<file path="src/hw/rtl/token_bucket_rate_limiter_macros.svh">
// ----------------------------------------------------------------------------
// Assertion macros for the token bucket rate limiter
// Concurrent property wrappers with an explicit clock, disable and message.
// ----------------------------------------------------------------------------
`ifndef TOKEN_BUCKET_RATE_LIMITER_MACROS_SVH
`define TOKEN_BUCKET_RATE_LIMITER_MACROS_SVH

// same-cycle implication
`define TBRL_ASSERT_IMPL(label, clk, dis, ante, cons, msg) \
  label: assert property (@(posedge clk) disable iff (dis) (ante) |-> (cons)) \
    else $error(msg);

// next-cycle implication
`define TBRL_ASSERT_NEXT(label, clk, dis, ante, cons, msg) \
  label: assert property (@(posedge clk) disable iff (dis) (ante) |=> (cons)) \
    else $error(msg);

`endif

</file>
<file path="src/hw/rtl/tbrl_pkg.sv">
// ----------------------------------------------------------------------------
// tbrl_pkg
// Shared types and constants of the token bucket rate limiter.
// ----------------------------------------------------------------------------
`default_nettype none

package tbrl_pkg;

  localparam int unsigned MS_TO_US     = 1000;
  localparam int unsigned TMO_US_W     = 26;  // 16-bit ms times 1000
  localparam int unsigned QDEPTH       = 2;   // power of two
  localparam int unsigned QPTR_W       = $clog2(QDEPTH);
  localparam int unsigned QCNT_W       = $clog2(QDEPTH + 1);
  localparam logic [31:0] INTERVAL_RST = 32'd1000;

  // configuration register index, decoded from paddr[2]
  localparam logic REG_INTERVAL   = 1'b0;
  localparam logic REG_MAX_STORED = 1'b1;

  typedef enum logic {
    CMD_ACQUIRE     = 1'b0,
    CMD_TRY_ACQUIRE = 1'b1
  } tbrl_cmd_t;

  typedef enum logic [1:0] {
    ST_GRANTED = 2'd0,
    ST_REFUSED = 2'd1,
    ST_INVALID = 2'd2
  } tbrl_status_t;

  typedef enum logic [3:0] {
    BK_IDLE,
    BK_CHECK,
    BK_AGE,
    BK_DIV,
    BK_CLAIM,
    BK_MUL_HI,
    BK_MUL_LO,
    BK_UPDATE,
    BK_EMIT
  } tbrl_state_t;

  // classified request, as queued between front and back
  typedef struct packed {
    logic        try_acq;
    logic        count_zero;
    logic [63:0] now_us;
    logic [63:0] limit_us;
    logic [15:0] permit_count;
  } tbrl_req_t;

  typedef struct packed {
    logic [31:0] interval_eff;
    logic [15:0] max_stored;
  } tbrl_cfg_t;

endpackage

`default_nettype wire

</file>
<file path="src/hw/rtl/tbrl_front.sv">
// ----------------------------------------------------------------------------
// tbrl_front
// Input stage: takes a request, works out the try-acquire time limit and
// flags a zero permit count, then hands the request to the queue.
// ----------------------------------------------------------------------------
`default_nettype none

module tbrl_front (
  input  wire logic                clk,
  input  wire logic                rst,
  input  wire logic                push,
  output logic                     full,
  input  wire logic                command,
  input  wire logic [63:0]         now_us,
  input  wire logic [15:0]         permit_count,
  input  wire logic [15:0]         timeout_ms,
  output logic                     q_push,
  output tbrl_pkg::tbrl_req_t      q_entry,
  input  wire logic                q_full
);
  import tbrl_pkg::*;

  logic                s_valid;
  logic                s_try;
  logic [63:0]         s_now;
  logic [15:0]         s_count;
  logic [TMO_US_W-1:0] s_tmo_us;
  logic                accept;
  logic [64:0]         limit_sum;

  assign full   = s_valid & q_full;
  assign accept = push & ~full;
  assign q_push = s_valid & ~q_full;

  always_ff @(posedge clk) begin
    if (rst) begin
      s_valid <= 1'b0;
    end else begin
      s_valid <= accept | (s_valid & ~q_push);
    end
  end

  always_ff @(posedge clk) begin
    if (accept) begin
      s_try    <= (command == CMD_TRY_ACQUIRE);
      s_now    <= now_us;
      s_count  <= permit_count;
      s_tmo_us <= TMO_US_W'(timeout_ms) * TMO_US_W'(MS_TO_US);
    end
  end

  // now + timeout, saturating
  assign limit_sum = {1'b0, s_now} + 65'(s_tmo_us);

  always_comb begin
    q_entry.try_acq      = s_try;
    q_entry.count_zero   = (s_count == 16'd0);
    q_entry.now_us       = s_now;
    q_entry.limit_us     = limit_sum[64] ? '1 : limit_sum[63:0];
    q_entry.permit_count = s_count;
  end

endmodule

`default_nettype wire

</file>
<file path="src/hw/rtl/tbrl_queue.sv">
// ----------------------------------------------------------------------------
// tbrl_queue
// Short request queue between front and back stages.
// ----------------------------------------------------------------------------
`default_nettype none

module tbrl_queue (
  input  wire logic                clk,
  input  wire logic                rst,
  input  wire logic                wr_en,
  input  tbrl_pkg::tbrl_req_t      wr_data,
  output logic                     full,
  input  wire logic                rd_en,
  output tbrl_pkg::tbrl_req_t      rd_data,
  output logic                     empty
);
  import tbrl_pkg::*;

  tbrl_req_t         entries [QDEPTH];
  logic [QPTR_W-1:0] wr_ptr;
  logic [QPTR_W-1:0] rd_ptr;
  logic [QCNT_W-1:0] count;

  assign full    = (count == QCNT_W'(QDEPTH));
  assign empty   = (count == '0);
  assign rd_data = entries[rd_ptr];

  always_ff @(posedge clk) begin
    if (rst) begin
      wr_ptr <= '0;
      rd_ptr <= '0;
      count  <= '0;
    end else begin
      if (wr_en) begin
        wr_ptr <= wr_ptr + 1'b1;
      end
      if (rd_en) begin
        rd_ptr <= rd_ptr + 1'b1;
      end
      case ({wr_en, rd_en})
        2'b10:   count <= count + 1'b1;
        2'b01:   count <= count - 1'b1;
        default: count <= count;
      endcase
    end
  end

  always_ff @(posedge clk) begin
    if (wr_en) begin
      entries[wr_ptr] <= wr_data;
    end
  end

endmodule

`default_nettype wire

</file>
<file path="src/hw/rtl/tbrl_divider.sv">
// ----------------------------------------------------------------------------
// tbrl_divider
// Bit-serial restoring divider: (dividend << FRAC_BITS) / divisor, one
// quotient bit per cycle, quotient saturated to 32 bits.
// ----------------------------------------------------------------------------
`default_nettype none

module tbrl_divider #(
  parameter int unsigned FRAC_BITS = 16
) (
  input  wire logic        clk,
  input  wire logic        rst,
  input  wire logic        start,
  input  wire logic [63:0] dividend,
  input  wire logic [31:0] divisor,
  output logic             done,
  output logic [31:0]      quotient
);

  localparam int unsigned DW   = 64 + FRAC_BITS;
  localparam int unsigned CNTW = $clog2(DW + 1);

  logic            busy;
  logic [CNTW-1:0] cnt;
  logic [DW-1:0]   shreg;
  logic [31:0]     rem;
  logic [31:0]     q;
  logic            ovf;
  logic [32:0]     trial;
  logic            ge;
  logic [32:0]     diff;

  assign trial    = {rem, shreg[DW-1]};
  assign ge       = (trial >= {1'b0, divisor});
  assign diff     = trial - {1'b0, divisor};
  assign quotient = ovf ? '1 : q;

  always_ff @(posedge clk) begin
    if (rst) begin
      busy <= 1'b0;
      done <= 1'b0;
      cnt  <= '0;
    end else begin
      done <= 1'b0;
      if (start) begin
        busy <= 1'b1;
        cnt  <= CNTW'(DW);
      end else if (busy) begin
        cnt <= cnt - 1'b1;
        if (cnt == CNTW'(1)) begin
          busy <= 1'b0;
          done <= 1'b1;
        end
      end
    end
  end

  always_ff @(posedge clk) begin
    if (start) begin
      shreg <= DW'(dividend) << FRAC_BITS;
      rem   <= '0;
      q     <= '0;
      ovf   <= 1'b0;
    end else if (busy) begin
      shreg <= shreg << 1;
      rem   <= ge ? diff[31:0] : trial[31:0];
      q     <= {q[30:0], ge};
      ovf   <= ovf | q[31];  // any bit past 32 means saturation
    end
  end

endmodule

`default_nettype wire

</file>
<file path="src/hw/rtl/tbrl_back.sv">
// ----------------------------------------------------------------------------
// tbrl_back
// Bucket state and request execution: timeout check, refill through the
// serial divider, claim of banked and fresh permits, result register.
// ----------------------------------------------------------------------------
`default_nettype none

module tbrl_back #(
  parameter int unsigned FRAC_BITS = 16
) (
  input  wire logic                 clk,
  input  wire logic                 rst,
  input  tbrl_pkg::tbrl_cfg_t       cfg,
  input  wire logic                 q_empty,
  input  tbrl_pkg::tbrl_req_t       q_entry,
  output logic                      q_pop,
  input  wire logic                 pop,
  output logic                      res_valid,
  output tbrl_pkg::tbrl_status_t    res_status,
  output logic [31:0]               res_wait
);
  import tbrl_pkg::*;

  localparam int unsigned WANTW = 16 + FRAC_BITS;
  localparam int unsigned CW    = (WANTW > 32) ? WANTW : 32;
  localparam int unsigned LOW   = FRAC_BITS + 32;

  tbrl_state_t  state;
  tbrl_state_t  state_next;

  logic [63:0]  next_free_time;
  logic [31:0]  banked_permits;

  tbrl_req_t    work;
  tbrl_status_t pend_status;
  logic [31:0]  pend_wait;
  logic [WANTW-1:0] fresh;
  logic [47:0]  prod_hi;
  logic [LOW-1:0] prod_lo;

  logic         div_start;
  logic         div_done;
  logic [31:0]  div_q;
  logic         out_free;

  logic [63:0]  cap64;
  logic [31:0]  cap32;
  logic [32:0]  refill_sum;
  logic [31:0]  refill_bank;
  logic [63:0]  ahead;
  logic [CW-1:0] want;
  logic [CW-1:0] from_bank;
  logic [CW-1:0] fresh_w;
  logic [64:0]  nft_sum;

  assign out_free = ~res_valid | pop;

  tbrl_divider #(
    .FRAC_BITS (FRAC_BITS)
  ) u_div (
    .clk      (clk),
    .rst      (rst),
    .start    (div_start),
    .dividend (work.now_us - next_free_time),
    .divisor  (cfg.interval_eff),
    .done     (div_done),
    .quotient (div_q)
  );

  // bank cap in fixed point, limited to 32 bits
  assign cap64       = 64'(cfg.max_stored) << FRAC_BITS;
  assign cap32       = (cap64 > 64'h0000_0000_FFFF_FFFF) ? '1 : cap64[31:0];
  assign refill_sum  = {1'b0, banked_permits} + {1'b0, div_q};
  assign refill_bank = (refill_sum < {1'b0, cap32}) ? refill_sum[31:0] : cap32;

  assign ahead     = next_free_time - work.now_us;
  assign want      = CW'(work.permit_count) << FRAC_BITS;
  assign from_bank = (want < CW'(banked_permits)) ? want : CW'(banked_permits);
  assign fresh_w   = want - from_bank;

  assign nft_sum = {1'b0, next_free_time} + 65'(prod_hi) + 65'(prod_lo[LOW-1:FRAC_BITS]);

  always_ff @(posedge clk) begin
    if (rst) begin
      state <= BK_IDLE;
    end else begin
      state <= state_next;
    end
  end

  always_comb begin
    state_next = state;
    q_pop      = 1'b0;
    div_start  = 1'b0;
    case (state)
      BK_IDLE: begin
        if (!q_empty) begin
          q_pop      = 1'b1;
          state_next = BK_CHECK;
        end
      end
      BK_CHECK: begin
        if ((work.try_acq && next_free_time > work.limit_us) || work.count_zero) begin
          state_next = BK_EMIT;
        end else begin
          state_next = BK_AGE;
        end
      end
      BK_AGE: begin
        if (work.now_us > next_free_time) begin
          div_start  = 1'b1;
          state_next = BK_DIV;
        end else begin
          state_next = BK_CLAIM;
        end
      end
      BK_DIV: begin
        if (div_done) begin
          state_next = BK_CLAIM;
        end
      end
      BK_CLAIM:  state_next = BK_MUL_HI;
      BK_MUL_HI: state_next = BK_MUL_LO;
      BK_MUL_LO: state_next = BK_UPDATE;
      BK_UPDATE: state_next = BK_EMIT;
      BK_EMIT: begin
        if (out_free) begin
          state_next = BK_IDLE;
        end
      end
      default: state_next = BK_IDLE;
    endcase
  end

  always_ff @(posedge clk) begin
    if (rst) begin
      next_free_time <= '0;
      banked_permits <= '0;
      res_valid      <= 1'b0;
    end else begin
      if (pop) begin
        res_valid <= 1'b0;
      end
      case (state)
        BK_IDLE: begin
          if (!q_empty) begin
            work <= q_entry;
          end
        end
        BK_CHECK: begin
          pend_wait <= '0;
          if (work.try_acq && next_free_time > work.limit_us) begin
            pend_status <= ST_REFUSED;  // timeout check wins over count check
          end else if (work.count_zero) begin
            pend_status <= ST_INVALID;
          end else begin
            pend_status <= ST_GRANTED;
          end
        end
        BK_AGE: begin
          if (work.now_us <= next_free_time) begin
            pend_wait <= (ahead[63:32] != '0) ? '1 : ahead[31:0];
          end
        end
        BK_DIV: begin
          if (div_done) begin
            banked_permits <= refill_bank;
            next_free_time <= work.now_us;
          end
        end
        BK_CLAIM: begin
          fresh          <= fresh_w[WANTW-1:0];
          banked_permits <= banked_permits - from_bank[31:0];
        end
        BK_MUL_HI: begin
          prod_hi <= 48'(fresh[WANTW-1:FRAC_BITS]) * 48'(cfg.interval_eff);
        end
        BK_MUL_LO: begin
          prod_lo <= LOW'(fresh[FRAC_BITS-1:0]) * LOW'(cfg.interval_eff);
        end
        BK_UPDATE: begin
          next_free_time <= nft_sum[64] ? '1 : nft_sum[63:0];
        end
        BK_EMIT: begin
          if (out_free) begin
            res_valid  <= 1'b1;
            res_status <= pend_status;
            res_wait   <= pend_wait;
          end
        end
        default: ;
      endcase
    end
  end

endmodule

`default_nettype wire

</file>
<file path="src/hw/rtl/token_bucket_rate_limiter.sv">
// ----------------------------------------------------------------------------
// token_bucket_rate_limiter
// Smooth-bursty token bucket: grants permits and returns the wait time.
// ----------------------------------------------------------------------------
// Requests enter through a queue-style port (push/full): command, now_us,
// permit_count, timeout_ms. One result per request leaves through
// empty/pop: status (granted, refused by timeout, invalid count) and wait_us.
// The APB port holds interval_us (0x0) and max_stored_permits (0x4); write
// them only while no request is in flight.
// A front stage registers the request and computes the try-acquire limit;
// a two-entry queue feeds the back stage, which owns the bucket state.
// A request that needs a refill also runs the serial divider. Requests are
// executed one at a time; the divider sets the worst-case throughput.
// While a result waits to be popped, the back stage holds its next result
// and the front and queue keep accepting until full rises.
// Reset (synchronous, rst high) clears the bucket, the queue and the result
// register, and sets interval_us to 1000 and max_stored_permits to 0.
// ----------------------------------------------------------------------------
`default_nettype none
`include "token_bucket_rate_limiter_macros.svh"

module token_bucket_rate_limiter #(
  parameter int unsigned FRAC_BITS = 16
) (
  input  wire logic        clk,
  input  wire logic        rst,
  input  wire logic        push,
  output logic             full,
  input  wire logic        command,
  input  wire logic [63:0] now_us,
  input  wire logic [15:0] permit_count,
  input  wire logic [15:0] timeout_ms,
  output logic             empty,
  input  wire logic        pop,
  output logic [1:0]       status,
  output logic [31:0]      wait_us,
  input  wire logic        psel,
  input  wire logic        penable,
  input  wire logic        pwrite,
  input  wire logic [2:0]  paddr,
  input  wire logic [31:0] pwdata,
  output logic [31:0]      prdata,
  output logic             pready
);
  import tbrl_pkg::*;

  logic         [31:0] interval_us;
  logic         [15:0] max_stored_permits;
  logic                cfg_wr;
  tbrl_cfg_t           cfg;

  logic                q_push;
  tbrl_req_t           q_wdata;
  logic                q_full;
  logic                q_pop;
  tbrl_req_t           q_rdata;
  logic                q_empty;

  logic                res_valid;
  tbrl_status_t        res_status;
  logic         [31:0] res_wait;

  // configuration port
  assign pready = 1'b1;
  assign cfg_wr = psel & penable & pwrite & pready;
  assign prdata = (paddr[2] == REG_INTERVAL) ? interval_us : {16'd0, max_stored_permits};

  always_ff @(posedge clk) begin
    if (rst) begin
      interval_us        <= INTERVAL_RST;
      max_stored_permits <= '0;
    end else if (cfg_wr) begin
      if (paddr[2] == REG_MAX_STORED) begin
        max_stored_permits <= pwdata[15:0];
      end else begin
        interval_us <= pwdata;
      end
    end
  end

  // zero interval behaves as one microsecond
  assign cfg.interval_eff = (interval_us == '0) ? 32'd1 : interval_us;
  assign cfg.max_stored   = max_stored_permits;

  tbrl_front u_front (
    .clk          (clk),
    .rst          (rst),
    .push         (push),
    .full         (full),
    .command      (command),
    .now_us       (now_us),
    .permit_count (permit_count),
    .timeout_ms   (timeout_ms),
    .q_push       (q_push),
    .q_entry      (q_wdata),
    .q_full       (q_full)
  );

  tbrl_queue u_queue (
    .clk     (clk),
    .rst     (rst),
    .wr_en   (q_push),
    .wr_data (q_wdata),
    .full    (q_full),
    .rd_en   (q_pop),
    .rd_data (q_rdata),
    .empty   (q_empty)
  );

  tbrl_back #(
    .FRAC_BITS (FRAC_BITS)
  ) u_back (
    .clk        (clk),
    .rst        (rst),
    .cfg        (cfg),
    .q_empty    (q_empty),
    .q_entry    (q_rdata),
    .q_pop      (q_pop),
    .pop        (pop),
    .res_valid  (res_valid),
    .res_status (res_status),
    .res_wait   (res_wait)
  );

  assign empty   = ~res_valid;
  assign status  = res_status;
  assign wait_us = res_wait;

  `TBRL_ASSERT_NEXT(a_reset_clears, clk, 1'b0, rst, empty && !full, "reset must clear both sides")
  `TBRL_ASSERT_IMPL(a_wait_only_on_grant, clk, rst, !empty && wait_us != 32'd0, status == ST_GRANTED, "nonzero wait on a non-granted result")
  `TBRL_ASSERT_IMPL(a_full_after_push, clk, rst, $rose(full), $past(push), "full rose without an accepted request")

endmodule

`default_nettype wire
</file>
<file path="config.mk">
export PLATFORM = sky130hd
export DESIGN_NAME = token_bucket_rate_limiter
export DESIGN_NICKNAME = d
export VERILOG_FILES = /design/src/hw/rtl/tbrl_pkg.sv /design/src/hw/rtl/tbrl_front.sv /design/src/hw/rtl/tbrl_queue.sv /design/src/hw/rtl/tbrl_divider.sv /design/src/hw/rtl/tbrl_back.sv /design/src/hw/rtl/token_bucket_rate_limiter.sv
export VERILOG_INCLUDE_DIRS = /design/src /design/src/hw/rtl
export SDC_FILE = /design/constraint.sdc
export NUM_CORES = 2
export LEC_CHECK = 0
export CORE_UTILIZATION = 30
export CTS_CLUSTER_DIAMETER = 30
export DETAILED_ROUTE_END_ITERATION = 7
export DONT_BUFFER_PORTS = 1
export SKIP_LAST_GASP = 1
export SYNTH_ARGS = -nofsm -noshare
export SYNTH_HDL_FRONTEND = slang
export SYNTH_SLANG_ARGS = --single-unit
</file>
<file path="constraint.sdc">
create_clock -name clk -period 15.7 [get_ports clk]
set_input_delay 0.785 -clock clk [delete_from_list [all_inputs] [get_ports clk]]
set_output_delay 0.785 -clock clk [all_outputs]
set_load 0.05 [all_outputs]
</file>
# Word level (Yosys, flattened, before mapping)
# Memory sizes are Yosys's and may differ from the RTL's. A register that Yosys moved wholly into a read port is not among the register bits.
# Cells that the tools add are included.
[word_totals] regBits=592 ram_bits=292 out_inout_bits=69 elab_cells=154 n_memories=1
[op_classes] addsub=14 n_mul=3 order_cmp=7 n_eq_ne=16 muxes=41 bitwise_logic=17 reduce_logical=26
[memory_table] name="u_queue.entries" words=2 word_bits=146 read_ports=1 rd_clocked_by_memory_dff=1 write_ports=1 line_no="tbrl_queue.sv:19" rtl="tbrl_req_t entries [QDEPTH];"
[ops] op="$mux 32" n=10
[ops] op="$mux 64" n=3
[ops] op="$mux 80" n=2
[ops] op="$gt 64x64->1" n=2
[ops] op="$pmux 32 s2" n=2
[ops] op="$pmux 64 s2" n=1
[ops] op="$sub 64x64->64" n=2
[ops] op="$mul 16x32->48" n=2
[ops] op="$sub 32x32->32" n=3
[ops] op="$add 64x26->65" n=1
[ops] op="$add 64x48->65" n=1
[ops] op="$add 65x32->65" n=1
[ops] op="$le 64x64->1" n=1
[ops] op="$pmux 4 s9" n=1
[ops] op="$add 32x32->33" n=1
[ops] op="$ge 33x32->1" n=1
[ops] op="$lt 33x32->1" n=1
[ops] op="$gt 32x32->1 const B" n=1
[ops] op="$logic_not 32->1" n=1
[ops] op="$lt 32x32->1" n=1
[ops] op="$reduce_bool 32->1" n=1
[ops] op="$mul 16x7->23 const B" n=1
[ops] op="$eq 4x3->1 const B" n=4
[ops] op="$logic_not 16->1" n=1
[ops] op="30 further kinds" n=79

# Logic depth before layout (Yosys ltp)
[depth] ltp_word=6 depth_mapped=31

# By module
# From an unflattened synthesis, not the netlist that was laid out.
[unflattened] cells_unflattened=9436 area_unflattened_um2=92905.4
[modules_own_cells] mod="tbrl_back" n_inst=1 cells_per_inst=7103 area_each_um2=63726.1
[modules_own_cells] mod="tbrl_queue" n_inst=1 cells_per_inst=476 area_each_um2=10732.8
[modules_own_cells] mod="tbrl_front" n_inst=1 cells_per_inst=758 area_each_um2=8215.4
[modules_own_cells] mod="tbrl_divider" n_inst=1 cells_per_inst=807 area_each_um2=7926.4
[modules_own_cells] mod="token_bucket_rate_limiter" n_inst=1 cells_per_inst=292 area_each_um2=2304.7

# Least setup slack after synthesis
# No wires, ideal clock.
[synth_path] kind="input to register" startpoint="input port rst" endpoint="register u_back.work (netlist bit u_back.want[16]), enable pin" t_arrival_ns=7.445 t_required_ns=15.046 slack_ns=7.601 stages=4 path_buffers=3 cell_sequence="clkbuf_1 -> clkbuf_1 -> clkbuf_1 -> nor2_1"
[synth_between] elab_chain_len=2
[synth_lines] item="start: declaration" line_no="token_bucket_rate_limiter.sv:26" rtl="input wire logic rst,"
[synth_lines] item="$not 1->1 (no source line)"
[synth_lines] item="$reduce_and 3->1 (no source line)"
[synth_lines] item="end signal: assignment" line_no="tbrl_back.sv:147" rtl="work <= q_entry;"
[synth_lines] item="end: declaration" line_no="tbrl_back.sv:34" rtl="tbrl_req_t work;"
# No other way between the ends.
# A chain may end at the register's enable or synchronous reset.

# Worst setup path in the final report
[layout_path] startpoint="register interval_us[24]" endpoint="register u_back.prod_lo[44] (data pin)"
[layout_between] elab_chain_len=3
[layout_lines] item="start: declaration" line_no="token_bucket_rate_limiter.sv:47" rtl="logic [31:0] interval_us;"
[layout_lines] item="start signal: assignment" line_no="token_bucket_rate_limiter.sv:76" rtl="interval_us <= pwdata;"
[layout_lines] item="$logic_not 32->1" line_no="token_bucket_rate_limiter.sv:82" rtl="assign cfg.interval_eff = (interval_us == '0) ? 32'd1 : interval_us;"
[layout_lines] item="$mux 32 (*)" line_no="token_bucket_rate_limiter.sv:82"
[layout_lines] item="$mul 16x32->48 (*)" line_no="tbrl_back.sv:179" rtl="prod_lo <= LOW'(fresh[FRAC_BITS-1:0]) * LOW'(cfg.interval_eff);"
[layout_lines] item="end signal: assignment" line_no="tbrl_back.sv:179"
[layout_lines] item="end: declaration" line_no="tbrl_back.sv:39" rtl="logic [LOW-1:0] prod_lo;"
# Every way passes the cells marked *; elsewhere a longest branch is shown, timed or not.

==> results.sh <==
export IMPL_fmax_mhz=108
export IMPL_hold_viol=0
export IMPL_htreeDepth=4
export IMPL_max_vdd_ir_drop_v=0.000157
export IMPL_synthAdderAreaFrac_pct=29.9
export IMPL_critPathSlowestCell="a2111oi_0"
export IMPL_syn_area_per_cell_um2=9.90
export IMPL_p_seq_share_pct=25.2
export IMPL_worst_endpoint_arrival_ps=9780
export IMPL_p_per_area_nw_per_um2=151
export IMPL_hold_path_class="in2reg"
export IMPL_die_area_um2=306000
export IMPL_rows=202
export IMPL_synth_cells=9221
export IMPL_syn_to_final_growth_pct=12.9
export IMPL_setup_worst_path_start="interval_us[24]$_SDFFE_PP0P_"
export IMPL_p_total_mw=15.6
export IMPL_clk_latency_ps=870
export IMPL_first_global_vias=66009
export IMPL_synthSimpleGateAreaFrac_pct=13.3
export IMPL_crit_path_max_incr_delay_ps=920
export IMPL_grt_busiest_layer="met2"
export IMPL_multi_input_area_um2=56600
export IMPL_drive_gt1_share_pct=8.33
export IMPL_numClockSinks=1014
export IMPL_wl_um=260000
export IMPL_drtIter0Drc=4964
export IMPL_fp_dieW_um=554
export IMPL_critPathKind="reg2reg"
export IMPL_core_area_um2=303000
export IMPL_r2r_start="interval_us[24]$_SDFFE_PP0P_"
export IMPL_fin_skew_ps=110
export IMPL_rsz0062_at_grt="no"
export IMPL_finalSetupViolCount=0
export IMPL_intPower_mw=9.43
export IMPL_pwr_share_comb_pct=46.5
export IMPL_synth_edf_count=786
export IMPL_tns_ps=0
export IMPL_status="finished clean"
export IMPL_cts_buffers_inserted=196
export IMPL_vias_per_cell=4.98
export IMPL_seq_area_um2=28200
export IMPL_cts_root_buf="clkbuf_16"
export IMPL_switching_power_mw=6.14
export IMPL_yosys_warnings=0
export IMPL_overflow=0
export IMPL_synth_cell_types=91
export IMPL_portBuffers=0
export IMPL_synthArstFlopShare_pct=0
export IMPL_slew_headroom_pct=22.0
export IMPL_start_util_pct=30.1
export IMPL_maxCapViolCount=0
export IMPL_synth_seq_cells=1014
export IMPL_finalCritPeriodShare_pct=58.9
export IMPL_grt_pass1_wl_um=400000
export IMPL_io_pins=208
export IMPL_fin_util_pct=34.0
export IMPL_critPathRequiredTime_ps=16230
export IMPL_post_cts_resized=0
export IMPL_grt_total_usage_pct=16.7
export IMPL_clkPwrFrac_pct=28.4
export IMPL_cp_start_kind="register"
export IMPL_hpwl_um=196000
export IMPL_crit_top_cell="fa_1"
export IMPL_dr_pass1_iters=6
export IMPL_post_cts_buffers=0
export IMPL_synth_top_family_by_area="adder cells"
export IMPL_place_gp_congestion=0.942
export IMPL_ant_nets=0
export IMPL_cts_buffer_depth=4
export IMPL_drc=0
export IMPL_clk_pin_slew_ps=60
export IMPL_layout_min_cycle_time_ps=9250
export IMPL_antenna_found_initial=29
export IMPL_cp_end_kind="register"
export IMPL_final_common_cell="inv_1"
export IMPL_grt_use_met2_pct=25.1
export IMPL_min_from="now_us[3]"
export IMPL_dieHeight_um=554
export IMPL_post_drt_wl_per_cell_um=19.5
export IMPL_path_max_fanout=33
export IMPL_muxShareOfSynthArea_pct=3.84
export IMPL_synth_xor_area_share_pct=3.54
export IMPL_tightest_slew_ps=1160
export IMPL_grt_use_met1_pct=23.9
export IMPL_switching_share_pct=39.4
export IMPL_netlist_area_um2=91300
export IMPL_ys_flop_type="edfxtp_1"
export IMPL_power_leakage_nw=43.4
export IMPL_met3_usage_pct=3.44
export IMPL_synth_seq_area_share_pct=30.9
export IMPL_grt_max_degree=163
export IMPL_timing_final_max_slew_violations=0
export IMPL_final_cell_mix="1,283 x inv_1, 1,021 x nand2_1, 927 x fa_1"
export IMPL_num_vias=66259
export IMPL_synth_compound_area_share_pct=11.3
export IMPL_cts_tree="done"
export IMPL_final_nets=10903
export IMPL_fillCellCount=30600
-- Yosys cell counts (11+ instances only) --
cell type	count	area [um2]
a31oi_1	63	394
o22ai_1	14	87.6
o21ai_0	286	1430
mux2i_1	104	1040
xor2_1	147	1290
and4_1	15	131
mux2_2	217	2440
o21bai_1	59	443
or3_1	27	169
xnor2_1	222	1940
inv_1	1283	4820
and2_1	439	2750
a221oi_1	54	473
a21o_1	200	1500
nor3_1	114	571
a22oi_1	17	128
or2_2	52	325
ha_1	698	8730
nand3_1	118	591
edfxtp_1	786	23600
a21boi_0	15	113
a211o_1	21	184
nor2b_1	66	413
a211oi_1	77	578
nand2b_1	64	400
nor4_1	38	238
nand2_1	1022	3840
o31ai_1	35	263
or4_1	11	82.6
nor2_1	380	1430
o31a_1	12	105
fa_1	927	18600
buf_1	17	63.8
a21oi_1	552	2760
a2111oi_0	17	149
nand4_1	97	607
and3_1	55	344
o21a_1	58	435
clkbuf_1	400	1500
o211ai_1	18	135
buf_2	32	160
dfxtp_1	228	4560
-- cell type report --
| class | instances | share of cell area (%) |
|---|---|---|
| diodes | 17 | 0.0413 |
| clock buffers | 221 | 5.03 |
| clock inverters | 135 | 1.72 |
| inverters | 1283 | 4.67 |
| multi-input cells | 6470 | 55.0 |
| flip-flops and latches | 1014 | 27.3 |
| well taps | 3978 | 4.83 |
| repair buffers | 174 | 1.39 |
-- final timing paths --
kind	depth (start not counted)	end	slack, ps
worst min register to register	0	u_back.res_status[1]$_DFFE_PP_	360
worst max-delay path	27	u_back.prod_lo[44]$_DFFE_PP_	6450
worst max register to register	27	u_back.prod_lo[44]$_DFFE_PP_	6450
worst min-delay path	0	u_front.s_now[3]$_DFFE_PP_	60
-- critical path: cells and delay by family (launching register included) --
kind                     cells  cell delay [ps]
flip-flops                   1              630
AO/OA/AOI/OAI                8             3040
XOR/XNOR                     1               90
buffers and inverters        4              540
AND/OR/NAND/NOR              7             1480
adder cells (fa/ha/maj)      7             3170
-- timing repair --
item | CTS | global route
setup endpoints to repair | 0 | 0
hold buffers | 52 | 0
endpoints found under the hold margin | 52 | 0
-- logic make-up (layout without fill, tap and decap cells) --
kind of cell	after synthesis	in the layout
other	1	19
AND/OR/NAND/NOR	2526	2526
multiplexers	323	323
AO/OA/AOI/OAI	1625	1625
XOR/XNOR	369	369
buffers and inverters	1738	1813
flip-flops	1014	1014
adder cells (fa/ha/maj)	1625	1625
-- state kept, by name (all words and copies together) (netlist names), 48 cells and up --
signal                 count
u_back.work              130
u_back.prod_hi            48
u_back.u_div.shreg        64
u_back.next_free_time     64
u_front.s_now             64
u_queue.entries          292
-- routing by layer --
layer | wire length [um] | up-vias
met1 | 120000 | 32830
met3 | 20100 | 414
li1 | - | 30835
met4 | 8430 | 40
met5 | 265 | -
met2 | 111000 | 2140
-- through the flow --
step | hold slack, ps | instance area, um2 | std cells | setup WS (ps)
global placement | 404 | 95500 | 12867 | 6500
floorplan | 400 | 91300 | 9222 | 7600
CTS | 11.2 | 103000 | 13275 | 6450
detailed placement | 405 | 95500 | 12867 | 6450
global route | 29.1 | 103000 | 13288 | 6060
finish | 61.9 | 103000 | 13292 | 6450
-- power by group through the flow --
stage,logic (mW),clock network [mW],registers (mW)
floorplan,5.34,0,3.85
global placement,7.19,0,3.95
detailed placement,7.19,0,3.96
CTS,7.29,4.48,3.91
global route,8.11,4.60,3.95
finish,7.23,4.42,3.92
No activity file was read; power rests on OpenSTA's default activity.
